### src/sv/wrf_pkg.sv
`timescale 1ns / 1ps
// ----------------------------------------------------------------------------
// wrf_pkg: shared types and constants
// Sequencer states, mode and register codes, and the arctangent table used by
// the waypoint route follower.
// ----------------------------------------------------------------------------
package wrf_pkg;

   localparam int CNT_W = 9;   // waypoint count / index width
   localparam int DIF_W = 25;  // coordinate difference width
   localparam int PRD_W = 50;  // product width
   localparam int ACC_W = 52;  // cross / dot / rotation width
   localparam int ANG_W = 24;  // angle accumulator, 2^-20 rad

   localparam logic [1:0] MODE_WRITE   = 2'd0;
   localparam logic [1:0] MODE_RESTART = 2'd1;
   localparam logic [1:0] MODE_UPDATE  = 2'd2;

   localparam logic [1:0] CSR_NODE_COUNT = 2'd0;
   localparam logic [1:0] CSR_LOOP_ROUTE = 2'd1;

   localparam logic [4:0] MOD_LAST  = 5'd8;
   localparam logic [4:0] SQRT_LAST = 5'd24;
   localparam logic [4:0] ROT_LAST  = 5'd19;

   localparam logic signed [17:0] TURN_MAX = 18'sd25736;

   typedef enum logic [4:0] {
      S_IDLE, S_MOD, S_RD, S_DIFF, S_SQX, S_SQZ, S_SQD, S_CMP, S_SQRT,
      S_TR0, S_TR1, S_TR2, S_TR3, S_M1, S_M2, S_M3, S_M4, S_M5,
      S_NORM, S_ROT, S_RND, S_DONE
   } state_type;

   // cordic step angles in 2^-20 rad
   function automatic logic signed [ANG_W-1:0] atan_lut(input logic [4:0] i);
      logic signed [ANG_W-1:0] a;
      case (i)
         5'd0:  a = 24'sd823550;
         5'd1:  a = 24'sd486170;
         5'd2:  a = 24'sd256879;
         5'd3:  a = 24'sd130396;
         5'd4:  a = 24'sd65451;
         5'd5:  a = 24'sd32757;
         5'd6:  a = 24'sd16383;
         5'd7:  a = 24'sd8192;
         5'd8:  a = 24'sd4096;
         5'd9:  a = 24'sd2048;
         5'd10: a = 24'sd1024;
         5'd11: a = 24'sd512;
         5'd12: a = 24'sd256;
         5'd13: a = 24'sd128;
         5'd14: a = 24'sd64;
         5'd15: a = 24'sd32;
         5'd16: a = 24'sd16;
         5'd17: a = 24'sd8;
         5'd18: a = 24'sd4;
         5'd19: a = 24'sd2;
         default: a = 24'sd0;
      endcase
      return a;
   endfunction

endpackage

### src/sv/wrf_mul.sv
`timescale 1ns / 1ps
// ----------------------------------------------------------------------------
// wrf_mul: shared multiplier
// Signed 25 x 25 multiply with a registered product.
// ----------------------------------------------------------------------------
module wrf_mul import wrf_pkg::*; (
   input  logic                      clock,
   input  logic signed [DIF_W-1:0]   op_a,
   input  logic signed [DIF_W-1:0]   op_b,
   output logic signed [PRD_W-1:0]   prod
);

   logic signed [PRD_W-1:0] prod_ff;

   always_ff @(posedge clock) begin
      prod_ff <= op_a * op_b;
   end

   assign prod = prod_ff;

endmodule

### config.mk
export PLATFORM = sky130hd
export DESIGN_NAME = wrf_mul
export DESIGN_NICKNAME = d
export VERILOG_FILES = /design/src/sv/wrf_pkg.sv /design/src/sv/wrf_mul.sv
export SDC_FILE = /design/constraint.sdc
export NUM_CORES = 2
export LEC_CHECK = 0
export ABC_AREA = 1
export BUFFER_PORTS_ARGS = -buffer_cell sky130_fd_sc_hd__buf_2
export CORE_MARGIN = 4
export CORE_UTILIZATION = 65
export CTS_CLUSTER_SIZE = 40
export DETAILED_ROUTE_END_ITERATION = 6
export GPL_TIMING_DRIVEN = 1
export PLACE_DENSITY = 0.9
export SLEW_MARGIN = 10
export SYNTH_ARGS = -nofsm -noshare
export SYNTH_HDL_FRONTEND = slang
export SYNTH_SLANG_ARGS = --single-unit
### constraint.sdc
create_clock -name clock -period 13.5 [get_ports clock]
set_clock_uncertainty 0.15 [all_clocks]
set_input_delay 2.7 -clock clock [delete_from_list [all_inputs] [get_ports clock]]
set_output_delay 2.7 -clock clock [all_outputs]
set_load 0.005 [all_outputs]
==> results by group <==
Placement
  – Placed insts: 3966
  – Port Buffers: 100
  – Hpwl dp: 57300 µm
  – Post-place instance area: 27000 µm²
  – Global placement routability congestion: 1.00

Worst setup path
  – CP Buf/Inv Count: 6
  – Crit Path Max Fanout: 25
  – CP Launch Point: op_b[1]
  – Slowest cell on the critical path: fa_1
  – WP data arrival: 9.55 ns
  – Worst EP required: 13.54 ns
  – Top delay family on crit path: adder cells
  – CP Capture Type: flip-flop
  – CP Class: in -> reg
  – End of the critical path: prod[41]
  – Startpoint Class: input port
  – Cell mode on critical path: fa_1
  – Critical Path Max Stage Delay: 0.90 ns
  – Cells along the critical path: buf_2, nand2_1, inv_1, fa_1, inv_1, fa_1, inv_1, fa_1, inv_1, fa_1, fa_1, fa_1, fa_1, inv_1, ha_1, nand2_1, nor2_1, nand2_1, nor3_2, nand3_1, nand4_1, nand2_1
  – Levels on crit path: 22

Global route
  – Vias in the first global route: 23936
  – GRT met2 Usage: 0.571
  – Antenna violations before repair: 2
  – GR Layer Usage met1: 0.395
  – Grt ovf: 0
  – First-pass GRT wire length: 115000 µm
  – Busiest grt layer: met2
  – Met3 GRT Util: 0.0438
  – Pin count of the biggest net entering global routing: 26
  – GR Util All Layers: 0.325

Drt
  – Post-Route WL: 67600 µm
  – WL/cell: 17.0 µm
  – Vias: 21251
  – DRC violations left: 0
  – Vias/cell: 5.35
  – DR pass1 iterations: 6
  – Initial DRC Count: 1613
  – Antenna Violating Nets Remaining: 0

Floorplanning
  – Die width: 210 µm
  – Chip Height: 210 µm
  – Num ports: 101
  – Core Region: 39900 µm²
  – Initial core utilization: 0.661
  – Row Count: 73
  – Die Area: 43900 µm²

Yosys
  – Post-synth cell types: 28
  – Cells after synthesis: 3490
  – Number of synthesized flops with an enable pin: 0
  – Synthesized area: 26400 µm²
  – Synth top area cells: fa_1, inv_1, nand2_1
  – Yosys top cell by area: fa_1
  – Register area share after synthesis: 0.0379
  – Post-synth ARST share: 0
  – Post-synthesis register bit count: 50
  – Post-synth top flop: dfxtp_1
  – YS warnings: 0
  – Share of the synthesized area in the top cell type: 0.499
  – Syn nets: 4340
  – Syn Area/Cell: 7.56 µm²

STA
  – Hold Vio Cnt, Final: 0
  – Fin crit period: 9.51 ns
  – Setup TNS: 0 ns
  – Fmax: 105 MHz
  – Fin. max-slew vios: 0
  – Slew HR: 0.269
  – Period utilization: 0.704
  – RSZ-0062 raised after global routing: false
  – Setup-failing EPs final: 0
  – Worst Max-Slew Pin Slew: 1.09 ns

Layout
  – Nets: 4298
  – Commonest non-fill, non-tap cell in the layout: inv_1
  – Layout area overhead: 2.91%
  – Fin area: 27200 µm²
  – Fin util: 0.681
  – Max reg flops: 50
  – Ratio of cells with drive above 1 in the final layout: 0.0487
  – Most frequent cells in the layout: inv_1, nand2_1, fa_1
  – Area of the multi-input gates: 20300 µm²
  – Fill count: 3022
  – Seq. cell area: 1000 µm²
  – Final cell count without fillers: 3975

Worst hold path
  – Hold Crit Class: in -> reg

Clock network
  – Setup Buffers After CTS: 0
  – # H-tree levels: 2
  – Num CTS Buffers: 5
  – Clk buf depth: 2
  – Hold-fix buffers at CTS: 0
  – Clk pin slew, worst setup/hold paths: 0.07 ns
  – TritonCTS clock tree: built
  – CTS Root Cell: clkbuf_16
  – CTS sink cnt: 50
  – Post-CTS resize count: 0

Status
  – Status: finished, final reports clean

Job
  – MaxCap Viol Count: 0
worst min path at each step:
stage / from / end / slack, ns / cells after the start
2_1_floorplan: op_a[0] / prod[0] / 2.83 / 3
3_3_place_gp: prod[23] / prod[23] / 2.93 / 1
3_5_place_dp: prod[35] / prod[35] / 2.93 / 1
4_1_cts: op_b[0] / prod[0] / 2.74 / 3
5_1_grt: op_b[0] / prod[0] / 2.77 / 3
6_report: op_b[0] / prod[0] / 2.74 / 3
Yosys cell counts (16+ instances only):
cell	count
inv_1	1190
dfxtp_1	50
nand2_1	995
ha_1	141
nand4_1	16
a21oi_1	44
xor2_1	20
fa_1	658
nand3_1	41
nor2_1	86
nor2_2	16
clkbuf_1	148
cell families after synthesis:
group / count (synthesis) / synth area share
buf+inv: 1353 / 0.192
simple gates: 1194 / 0.181
fa+ha+maj: 799 / 0.566
compound gates: 63 / 0.0130
flops: 50 / 0.0379
xor+xnor: 31 / 0.0103
layout make-up:
type	count	share of cell area
flip-flops and latches	50	0.0368
diodes	1	0.0000921
inverters	1204	0.166
well taps	525	0.0242
multi-input cells	2087	0.748
clock buffers	5	0.00461
repair buffers	100	0.0184
clock inverters	3	0.00161
per-stage QoR:
stage               setup WS [ns]  hold slack [ns]
detailed placement           3.71             2.93
finish                       3.99             2.74
floorplan                    4.45             2.83
global placement             3.89             2.93
CTS                          3.99             2.74
global route                 3.59             2.77
per-layer routing:
metal  up-vias  routed length [µm]
li1       9370                   -
met1     10408               23400
met2      1154               34200
met3       317                5860
met4         2                4110
met5         -                  11
Power is not shown: default switching activity piles up to over one toggle a cycle in this logic, so the estimate is an artifact.
